$ cat src/rbsi_delay.sv
// delay line matching the divider latency, with valid bits under reset
module rbsi_delay #(
    parameter int WIDTH = 8,
    parameter int DEPTH = 4
) (
    input  logic             aclk,
    input  logic             aresetn,
    input  logic             en,
    input  logic             valid_in,
    input  logic [WIDTH-1:0] data_in,
    output logic             valid_out,
    output logic [WIDTH-1:0] data_out
);

    logic [DEPTH-1:0] valid_reg;
    logic [WIDTH-1:0] data_reg [DEPTH];

    // valid bits
    always_ff @(posedge aclk) begin
        if (!aresetn) begin
            valid_reg <= '0;
        end else if (en) begin
            valid_reg <= {valid_reg[DEPTH-2:0], valid_in};
        end
    end

    // payload taps
    genvar g;
    generate
        for (g = 0; g < DEPTH; g++) begin : g_tap
            always_ff @(posedge aclk) begin
                if (en) begin
                    data_reg[g] <= (g == 0) ? data_in : data_reg[(g == 0) ? 0 : g-1];
                end
            end
        end
    endgenerate

    assign valid_out = valid_reg[DEPTH-1];
    assign data_out  = data_reg[DEPTH-1];

endmodule

$ cat config.mk
export PLATFORM = sky130hd
export DESIGN_NAME = rbsi_delay
export DESIGN_NICKNAME = d
export VERILOG_FILES = /design/src/rbsi_delay.sv
export SDC_FILE = /design/constraint.sdc
export NUM_CORES = 1
export LEC_CHECK = 0
export BUFFER_PORTS_ARGS = -buffer_cell sky130_fd_sc_hd__buf_2
export CORE_ASPECT_RATIO = 0.7
export CORE_MARGIN = 2
export CORE_UTILIZATION = 55
export CTS_CLUSTER_DIAMETER = 100
export DETAILED_ROUTE_END_ITERATION = 10
export MAX_ROUTING_LAYER = met4
export PLACE_DENSITY = 0.9
export SLEW_MARGIN = 30
export SYNTH_ARGS = -nofsm -noshare
export SYNTH_HDL_FRONTEND = slang
export SYNTH_SLANG_ARGS = --single-unit
$ cat constraint.sdc
create_clock -name aclk -period 1.8 [get_ports aclk]
set_input_delay 0.27 -clock aclk [delete_from_list [all_inputs] [get_ports aclk]]
set_output_delay 0.27 -clock aclk [all_outputs]
set_load 0.01 [all_outputs]
======== Word level (Yosys, flattened, before mapping) ========
Memories as Yosys holds them, arrays and structs flattened.
Index checks and enable logic that the tools add are counted.
word-level totals
  bits in writable memories ............... 32
  input port bits ......................... 12
  logic and storage cells ................. 4
  register bits ........................... 4
  latch bits .............................. 0
  memories ................................ 1
  ROM bits ................................ 0
  output and inout bits ................... 9
operators by class
  $mul .................................... 0
  div/mod/pow operators ................... 0
  magnitude comparators ................... 0
  shifts and indexed selects .............. 0
  add/sub/neg operators ................... 0
  equal/unequal tests ..................... 0
  reductions and logical operators ........ 0
  multiplexer cells ....................... 2
  bitwise operators ....................... 0
memory list
  name      depth  bits a word  rd ports  clocked after Yosys merged registers in  wr ports  line  RTL
  data_reg  4      8            4         0                                        4         16    logic [WIDTH-1:0] data_reg [DEPTH];
operators with widths
  kind     number
  $mux W1  2

======== Depth between registers and ports, before layout ========
  word-level depth ........................ 2
  depth in mapped cells ................... 3

======== Worst setup path before layout ========
Ideal clock, no wire load.
  path kind ............................... input-to-reg
  from .................................... input en
  to ...................................... register valid_reg[0]
  data arrival time ....................... 0.574 ns
  setup slack ............................. 1.110 ns
  cell stages on the path ................. 3
  setup time .............................. 0.116 ns
  path buffers ............................ 1
  cells stage by stage .................... buf_6 -> mux2i_1 -> nor2b_1
RTL lines
  element               line  RTL
  start, declared       8     input logic en,
  end signal, assigned  23    valid_reg <= {valid_reg[DEPTH-2:0], valid_in};
  end, declared         15    logic [DEPTH-1:0] valid_reg;

==> results.ini <==
[cts]
cts.sinks = 36
cts_tree = done
cts-root-buf = clkbuf_4
cts_max_level = 2
cts_resized = 0
clk_latency_ns = 0.32
numCtsBuffers = 5
cts_hold_buf = 0
clockBufferDepth = 2
cts.clk_slew.worst_paths_ns = 0.09
post_cts_buffers = 0

[yosys]
synth_commonest_cells = edfxtp_1 (32), dfxtp_1 (4), mux2i_1 (4), nor2b_1 (4), buf_6 (1)
synth_async_sr_flop_share = 0
synth_top_area_share = 0.860
netlist_instances = 45
synth_area_per_cell_um2 = 24.8
synth.area.top_cells = edfxtp_1 (86%), dfxtp_1 (7.2%), mux2i_1 (3.6%), nor2b_1 (2.2%), buf_6 (1.0%)
synth.most_common_cell = edfxtp_1
syn_area_mm2 = 0.00112
synthDistinctLibCells = 5
synth-seq-cells = 36
yosysTopAreaCell = edfxtp_1
synth_edf_count = 32
synth_seq_area_share = 0.932
synth_flop_cell = edfxtp_1
yosys_warnings = 0
syn_nets = 57

[sta]
setup_violations = 0
rsz0062_at_grt = no
finalWorstSetupSlack_ns = 0.688
fmax_mhz = 899
fin_skew_ns = 0.00463
period_share = 0.618
period_needed_ns = 1.11
finalHoldViolations = 0
worstMarginPinSlew_ns = 0.407
finalMaxSlewViolations = 0
slew_headroom = 0.729
setup_tns_ns = 0

[pwr]
ir_worst_vdd_mv = 0.687
power.total_uw = 1400
powerDensity_mw_per_mm2 = 1080
p_leak_uw = 0.000490

[drt]
wl_per_cell_um = 12.8
routed_wl_um = 1210
detail_route.drc_violations = 0
antenna_left = 0
viasPerCell = 4.77
drt_iter0_drc = 5
dr.pass1.iters = 4
via_count = 453

[setup_path]
cp_max_fo = 1
crit_type = flop to primary output
required_ns = 1.53
end_kind = primary output
cpPeakStageDelay_ns = 0.38
cp.buffers_inverters = 1
critPathTopFamily = flip-flops
critPathLaunchType = flop
cp_slowest_cell = edfxtp_1
critPathArrivalTime_ns = 0.84
crit_chain = buf_2

[layout]
largest_reg_flops = 32
antenna_cells = 0
area_growth_pct = 16.6
layoutNonFillerInstCount = 95
num-nets-final = 84
drive_above_1_share = 0.356

[global_routing]
grt_max_degree = 21
grt_pass1_vias = 451
track_usage = 0.131
grt_pass1_wl_um = 1970
antenna_found_initial = 0
grt-ovfl-total = 0

[outcome]
status = completed

[place]
gp_congestion = 0.639
dp_cells = 87
pre_cts_ws_ns = 0.656
dpl.hpwl_um = 824
port_buffers = 20

[floorplan]
dieArea_mm2 = 0.00241
initial_core_util = 0.592
core_mm2 = 0.00189
die_y_um = 41.7
die_x_um = 57.9
row_count = 13
boundaryPins = 21

[job]
cap_violations = 0

[worst_hold_path]
hp-class = input pin to flop

## per-stage QoR
stage	instance area (um2)	utilization	hold WS, ns
after global placement	1250	0.664	0.403
after CTS	1300	0.690	0.103
final	1300	0.690	0.121
after global routing	1300	0.690	0.0947
after detailed placement	1250	0.664	0.405
after floorplan	1120	-	0.369
## power breakdown
| group | switching (uW) | internal (uW) | total [uW] |
|---|---|---|---|
| clock | 218 | 150 | 368 |
| combinational | 28.7 | 24.0 | 52.6 |
| sequential | 13.2 | 968 | 981 |
| total | 260 | 1140 | 1400 |
## final timing paths
kind,startpoint,end,slack [ns],cells after the start
worst max register to register,data_reg[0][7],data_reg[1][7],1.13,0
worst min-delay path,data_in[4],data_reg[0][4],0.12,1
worst min register to register,data_reg[2][4],data_reg[3][4],0.42,0
worst max-delay path,data_reg[3][5],data_out[5],0.69,1
## area by class of cell
type                    count  area (um2)
flip-flops and latches     36        1040
fillers                   125         584
repair buffers             21         120
multi-input cells           8        65.1
clock buffers               7        45.0
well taps                  22        27.5
clock inverters             1        3.75
## cells in the final DEF, fill, tap and decap left out
cell type  count
clkbuf_1       2
dfxtp_1        4
buf_12         1
edfxtp_1      32
mux2i_1        4
nor2b_1        4
clkinv_1       1
buf_2         20
clkbuf_4       5
## logic make-up after synthesis
logic type,after synthesis,share of synthesized area
simple gates,4,0.0224
buf+inv,1,0.0101
mux,4,0.0358
flops,36,0.932
## routing by layer
layer | track usage | up-vias | routed length, um
met5 | - | - | 0
met4 | 0.0977 | 0 | 26
met3 | 0.0654 | 3 | 110
met2 | 0.189 | 23 | 584
met1 | 0.137 | 202 | 492
li1 | - | 225 | -
(Power assumes the default switching activity.)
