[src/rbsi_pkg.sv]
// shared types and constants for the ray versus box slab test
package rbsi_pkg;

    // width of every coordinate and distance field on the ports
    localparam int FIELD_BITS = 32;
    localparam int NUM_AXES   = 3;

    // bit offsets of the input fields inside s_axis_tdata
    localparam int OFF_ORIGIN_X  = 0;
    localparam int OFF_ORIGIN_Y  = 32;
    localparam int OFF_ORIGIN_Z  = 64;
    localparam int OFF_DIR_X     = 96;
    localparam int OFF_DIR_Y     = 128;
    localparam int OFF_DIR_Z     = 160;
    localparam int OFF_T_START   = 192;
    localparam int OFF_T_END     = 224;
    localparam int OFF_BOX_LO_X  = 256;
    localparam int OFF_BOX_LO_YZ = 288;
    localparam int OFF_BOX_HI_X  = 352;
    localparam int OFF_BOX_HI_YZ = 384;
    localparam int IN_BITS       = 448;
    localparam int OUT_BITS      = 72;

    // side information that rides alongside the dividers
    typedef struct packed {
        logic                          alive;
        logic [NUM_AXES-1:0]           zero;
        logic [NUM_AXES-1:0]           inslab;
        logic signed [FIELD_BITS-1:0]  t0;
        logic signed [FIELD_BITS-1:0]  t1;
    } sideband_t;

    // ray interval state passed through the narrowing stages
    typedef struct packed {
        logic                               valid;
        logic                               alive;
        logic signed [FIELD_BITS-1:0]       t0;
        logic signed [FIELD_BITS-1:0]       t1;
        logic [NUM_AXES-1:0]                zero;
        logic [NUM_AXES-1:0]                inslab;
        logic [NUM_AXES-1:0][FIELD_BITS-1:0] tn;
        logic [NUM_AXES-1:0][FIELD_BITS-1:0] tf;
    } ray_state_t;

endpackage

[src/rbsi_narrow.sv]
// one axis of interval narrowing, registered
module rbsi_narrow #(
    parameter int AXIS = 0
) (
    input  logic                  aclk,
    input  logic                  aresetn,
    input  logic                  en,
    input  rbsi_pkg::ray_state_t  st_in,
    output rbsi_pkg::ray_state_t  st_out
);

    rbsi_pkg::ray_state_t st_reg;
    rbsi_pkg::ray_state_t st_next;

    logic signed [rbsi_pkg::FIELD_BITS-1:0] a_val;
    logic signed [rbsi_pkg::FIELD_BITS-1:0] b_val;
    logic signed [rbsi_pkg::FIELD_BITS-1:0] near_val;
    logic signed [rbsi_pkg::FIELD_BITS-1:0] far_val;
    logic signed [rbsi_pkg::FIELD_BITS-1:0] t0_new;
    logic signed [rbsi_pkg::FIELD_BITS-1:0] t1_new;

    // order slab distances and clip the interval
    always_comb begin
        st_next  = st_in;
        a_val    = st_in.tn[AXIS];
        b_val    = st_in.tf[AXIS];
        near_val = (a_val > b_val) ? b_val : a_val;
        far_val  = (a_val > b_val) ? a_val : b_val;
        t0_new   = (near_val > st_in.t0) ? near_val : st_in.t0;
        t1_new   = (far_val < st_in.t1) ? far_val : st_in.t1;
        if (st_in.alive) begin
            if (st_in.zero[AXIS]) begin
                st_next.alive = st_in.inslab[AXIS];
            end else begin
                st_next.t0    = t0_new;
                st_next.t1    = t1_new;
                st_next.alive = (t0_new <= t1_new);
            end
        end
    end

    always_ff @(posedge aclk) begin
        if (!aresetn) begin
            st_reg.valid <= 1'b0;
        end else if (en) begin
            st_reg <= st_next;
        end
    end

    assign st_out = st_reg;

endmodule

[config.mk]
export PLATFORM = sky130hd
export DESIGN_NAME = rbsi_narrow
export DESIGN_NICKNAME = d
export VERILOG_FILES = /design/src/rbsi_pkg.sv /design/src/rbsi_narrow.sv
export SDC_FILE = /design/constraint.sdc
export NUM_CORES = 1
export LEC_CHECK = 0
export BUFFER_PORTS_ARGS = -buffer_cell sky130_fd_sc_hd__buf_4
export CELL_PAD_IN_SITES_DETAIL_PLACEMENT = 1
export CELL_PAD_IN_SITES_GLOBAL_PLACEMENT = 1
export CORE_MARGIN = 4
export CORE_UTILIZATION = 30
export DETAILED_ROUTE_END_ITERATION = 16
export GPL_ROUTABILITY_DRIVEN = 0
export PLACE_DENSITY_LB_ADDON = 0.1
export SLEW_MARGIN = 5
export SYNTH_ARGS = -nofsm -noshare
export SYNTH_HDL_FRONTEND = slang
export SYNTH_SLANG_ARGS = --single-unit
[constraint.sdc]
create_clock -name aclk -period 10 [get_ports aclk]
set_clock_uncertainty 0.15 [all_clocks]
set_input_delay 1 -clock aclk [delete_from_list [all_inputs] [get_ports aclk]]
set_output_delay 1 -clock aclk [all_outputs]
set_load 0.02 [all_outputs]
# Word level (Yosys, flattened, before mapping)
# Index checks and enable logic that the tools add are counted.
[totals] inputBits=267 rom_bits=0 latchBits=0 ramBits=0 word_cells=24 memories=0 reg_bits=264 out_inout_bits=264
[op_classes] shifts=0 addsub=0 muxes=7 n_lt_le_gt_ge=4 reduce_logical=1 n_bitwise=0 eq_ne=0 div_mod_pow=0 multipliers=0
[ops] op="32-bit 2-to-1 mux" count=4
[ops] op="64-bit 2-to-1 mux" count=2
[ops] op="32-bit > comparator" count=2
[ops] op="32-bit <= comparator" count=1
[ops] op="32-bit < comparator" count=1
[ops] op="2-bit AND reduction" count=1
[ops] op="1-bit 2-to-1 mux" count=1

# Logic depth before layout (Yosys ltp)
[depth] word_depth=6 depth_mapped=34 mapped_depth_nobuf=31

# Worst setup path before layout
# No wires, ideal clock.
[synth_path] path_kind="input to register" from="input st_in[31] (netlist name)" to="register st_reg (netlist bit st_out[262]), data pin" arrival_time_ns=7.501 t_required_ns=9.698 path_buffers=2 setup_ns=0.152 path_slack_ns=2.198 stages=30 path_cell_list="inv_1 > ha_1 > nand4_2 > or4_4 > nor3_2 > or3_1 > a21o_1 > clkbuf_1 > mux2_2 > ha_1 > a21oi_1 > o21ai_0 > a2111oi_0 > o21ai_0 > o211ai_1 > or3b_2 > o211ai_1 > clkbuf_1 > nor2_1 > a21oi_1 > ha_1 > a21o_1 > a21o_1 > a21o_1 > a21oi_1 > o21ai_0 > nor2_1 > o31ai_1 > or4b_2 > a31oi_1"
[synth_via] elab_chain_cells=6 elab_cells_between_ends=9 cone_classes="4 x order compare; 5 x mux"
[synth_rtl] item="start: declaration" line="rbsi_narrow.sv:8" source="input rbsi_pkg::ray_state_t st_in,"
[synth_rtl] item="32-bit > comparator" line="rbsi_narrow.sv:27, rbsi_narrow.sv:28"
[synth_rtl] item="32-bit 2-to-1 mux, on equally long branches" line="rbsi_narrow.sv:27, rbsi_narrow.sv:28"
[synth_rtl] item="32-bit > comparator / 32-bit < comparator (equally long branches)" line="rbsi_narrow.sv:29, rbsi_narrow.sv:30"
[synth_rtl] item="32-bit 2-to-1 mux, on equally long branches" line="rbsi_narrow.sv:29, rbsi_narrow.sv:30"
[synth_rtl] item="32-bit <= comparator (*)" line="rbsi_narrow.sv:37" source="st_next.alive = (t0_new <= t1_new);"
[synth_rtl] item="1-bit 2-to-1 mux (*)" line="rbsi_narrow.sv:32" source="if (st_in.zero[AXIS]) begin"
[synth_rtl] item="end signal: assignment" line="rbsi_narrow.sv:46" source="st_reg <= st_next;"
[synth_rtl] item="end: declaration" line="rbsi_narrow.sv:12" source="rbsi_pkg::ray_state_t st_reg;"
# Every way passes the cells marked *; elsewhere a longest branch is shown, timed or not.
# A chain may end at the register's enable or synchronous reset.

# Worst setup path in the final report
# Ends and elaborated chain as after synthesis.

==> metrics.md <==
| Metric | Value |
|---|---|
| First-pass GRT wire length | `72.06 mm` |
| Sw Share | `roughly 31%` |
| Die area | `48,240 sq um` |
| Max-cap violation count | `0` |
| Reg power frac | `39.7%` |
| Fraction of synthesized area in multiplexers | `11.03%` |
| Vias per std cell | `approximately 4.7` |
| Top cells by area, synth | `edfxtp_1, ha_1, mux2_2` |
| # diodes | `0` |
| CTS resizes | `0` |
| Final-report setup violation count | `0` |
| Max reg flops | `264` |
| Setup CP Type | `in2reg` |
| Crit path required time | `10.28 ns` |
| Core area | `44,220 sq um` |
| Status | `completed` |
| Critical path arrival | `9.39 ns` |
| Clk network pwr share | `between 30% and 40%` |
| Cts hold-fix bufs | `0` |
| NumNets Final | `1,949` |
| CTS buffer count | `31` |
| Max-slew violations | `0` |
| Placed Instances | `around 2,100` |
| Sum Neg Setup Slack | `0 ns` |
| Power per cell area | `176.2 nW/um^2` |
| Die Span Y | `219.6 um` |
| Crit end category | `register` |
| Vias in the first global route | `between 10,000 and 15,000` |
| Wire length per cell | `around 24 um` |
| Port bufs | `530` |
| IO Count | `531` |
| DRC Markers | `0` |
| Tcrit/Tclk final | `91.08%` |
| Iter 0 DRT Violations | `456` |
| Root buffer cell | `clkbuf_16` |
| Max_slew headroom | `27.34%` |
| Min-delay src | `st_out[263]` |
| Critical path peak fanout | `between 80 and 90` |
| P_int | `~2.3 mW` |
| Initial Util | `a little under a third` |
| Share of layout cells above drive strength 1 | `42.85%` |
| Predominant post-synthesis flop cell | `edfxtp_1` |
| R2R setup slack | `9.24 ns` |
| FMAX | `approximately 110 MHz` |
| Hold WC Path Type | `reg2reg` |
| Netlist cell types | `53` |
| Worst path max stage delay | `0.72 ns` |
| Via count | `10,270` |
| Post-route minimum period | `9.108 ns` |
| Mapped Cells | `approximately 1,000` |
| CTS Buffer Depth | `3` |
| All-Layer GR Usage | `20.24%` |
| Post-synthesis simple-gate area fraction | `6.713%` |
| Clk Latency, worst-skew pair | `a little under 0.6 ns` |
| M1 WL | `20.72 mm` |
| Highest routed metal layer | `met5` |
| Worst slew pin tran | `approximately 1.1 ns` |
| WL met2 | `roughly 26 mm` |
| Clock Sinks | `264` |
| Post-CTS Setup Inserts | `0` |
| Async set-reset flop share out of synthesis | `0%` |
| WL final | `51.98 mm` |
| Site row count | `77` |
| Hold endpoint | `st_out[263]` |
| Routed Antenna Nets | `0` |
| #FFs+latches synth | `264` |
| Non-filler cells in the finished layout | `2,172` |
| Complex-gate fraction of the synthesized area | `7.644%` |
| Synth top area share | `58.77%` |
| Die boundary width | `219.6 um` |
| Post-synthesis adder-cell area fraction | `between 10% and 20%` |
| Mapped Nets | `1,402` |
| Sequential area share after synthesis | `58.92%` |
| Initial antenna violation count | `6` |
| CTS tree | `yes` |
| Filler Cell Count | `4,716` |
| XOR/XNOR Fraction of Synth Area | `0%` |
| Kind of launch point of the worst setup path | `primary input` |
| # H-tree levels | `1` |
| Largest family of logic cells by synthesized area | `adder cells` |
| VDD IR max | `about 120 uV` |
| Crit Reg-Reg Startpoint | `st_out[263]` |
| Largest net degree at the start of global routing | `166` |
| CP max stage cell | `nor4_1` |
| Final Hold Viols | `0` |
| Net Sw Power | `about 1 mW` |
| Leak Pwr | `8.388 nW` |
| Worst r2r path cells | `2` |
| Leading area contributor after synthesis | `edfxtp_1` |
| Drt first pass iters | `4` |
| Dpl hpwl | `42.66 mm` |
| Clock transition at the registers of the reported paths | `0.06 ns` |
| Warnings, synthesis | `0` |
| Comb power frac | `roughly 29%` |
| Hold Crit Depth | `2` |
| Syn-to-layout area delta | `41.86%` |
| Met3 Wirelength | `~3.6 mm` |
| Number of flops mapped to enable cells by yosys | `263` |
| Total grt overflow | `0` |
| Critical R2R Capture | `st_out[263]` |
| Mapped cell area | `~13,000 sq um` |
| Average size of a mapped cell | `13.33 sq um` |
| RSZ-0062 raised after global routing | `false` |
-- cells in the final DEF (no fill, tap or decap), types with 8 or more instances in the layout --
cell type / count
buf_4: 539
edfxtp_1: 263
ha_1: 127
inv_1: 103
mux2_2: 66
a21oi_1: 65
nand2_1: 60
nor2_1: 46
o21ai_0: 46
mux2i_1: 33
clkbuf_16: 31
nand4_1: 19
mux2_4: 16
mux2_1: 15
nand3_1: 14
a21o_1: 14
o21ai_1: 10
nor3_1: 10
clkinv_1: 10
nor2b_1: 8
-- power groups by stage --
stage / combinational [mW] / clock (mW) / sequential, mW
2_1_floorplan: 0.475 / 0 / 1.47
3_3_place_gp: 0.983 / 0 / 1.36
3_5_place_dp: 0.995 / 0 / 1.36
4_1_cts: 1.00 / 1.08 / 1.34
5_1_grt: 1.08 / 1.13 / 1.34
6_report: 0.977 / 1.05 / 1.33
-- how the worst max path moves through the flow --
stage / from / to / cells past startpoint
2_1_floorplan: st_in[31] / st_out[262] / 30
6_report: st_in[31] / st_out[262] / 31
3_3_place_gp: st_in[31] / st_out[262] / 31
5_1_grt: st_in[31] / st_out[262] / 31
3_5_place_dp: st_in[31] / st_out[262] / 31
4_1_cts: st_in[31] / st_out[262] / 31
-- critical path: cells and delay by family --
kind | cells | cell delay, ns
buffers and inverters | 3 | 0.51
and+or+nand+nor | 8 | 2.56
AOI/OAI and AO/OA | 16 | 3.68
muxes | 1 | 0.45
adders and majority gates | 3 | 1.02
-- metal layers --
layer,global-route usage (%),vias to the layer above
li1,-,4885
met3,5.502,69
met1,23.93,4981
met2,36.62,319
met5,0,-
met4,4.773,12
-- final cells by class --
| cell class | instances | area (sq um) | share of cell area, % |
|---|---|---|---|
| sequential | 264 | 7918 | 41.53 |
| multi-input combinational | 615 | 5016 | 26.31 |
| timing repair buffer | 540 | 4066 | 21.33 |
| clock buffer | 38 | 802.0 | 4.207 |
| tap | 592 | 740.7 | 3.886 |
| inverter | 103 | 386.6 | 2.028 |
| clock inverter | 20 | 133.9 | 0.7023 |
-- kinds of logic (layout without fill, tap and decap cells) --
group	after synthesis	in the layout
flip-flops	264	264
multiplexers	130	130
buffers and inverters	129	701
AO/OA/AOI/OAI	173	173
AND/OR/NAND/NOR	185	185
adder cells (fa/ha/maj)	127	127
-- synthesized netlist by cell type, types with 2 or more instances --
cell type	count
a21oi_1	65
o21a_1	3
and3_1	4
mux2_1	15
nor3_1	10
or3_1	2
a21o_1	15
o21bai_1	4
mux2_4	16
nor4_1	7
o21ai_1	10
buf_6	3
a31oi_1	3
nand3_1	14
mux2i_1	33
a2bb2oi_1	2
nand2_1	61
nor2b_1	8
edfxtp_1	263
o21ai_0	46
nor2_1	46
buf_2	10
mux2_2	66
ha_1	127
nand4_1	19
o211ai_1	7
and4_1	3
clkbuf_1	12
a211o_1	2
inv_1	103
or4_1	2
a211oi_1	6
-- stage by stage --
stage	setup WS (ns)	total power [mW]	hold slack [ns]	instance area (sq um)	util, %
2_1_floorplan	2.198	1.944	0.4393	13440	-
3_3_place_gp	0.4619	2.338	0.3582	18130	40.99
3_5_place_dp	0.1817	2.352	0.3877	18130	40.99
4_1_cts	0.7854	3.419	0.3993	19060	43.11
5_1_grt	0.2618	3.549	0.4046	19060	43.11
6_report	0.8922	3.358	0.3954	19060	43.11
Power figures use the tool's default switching activity.
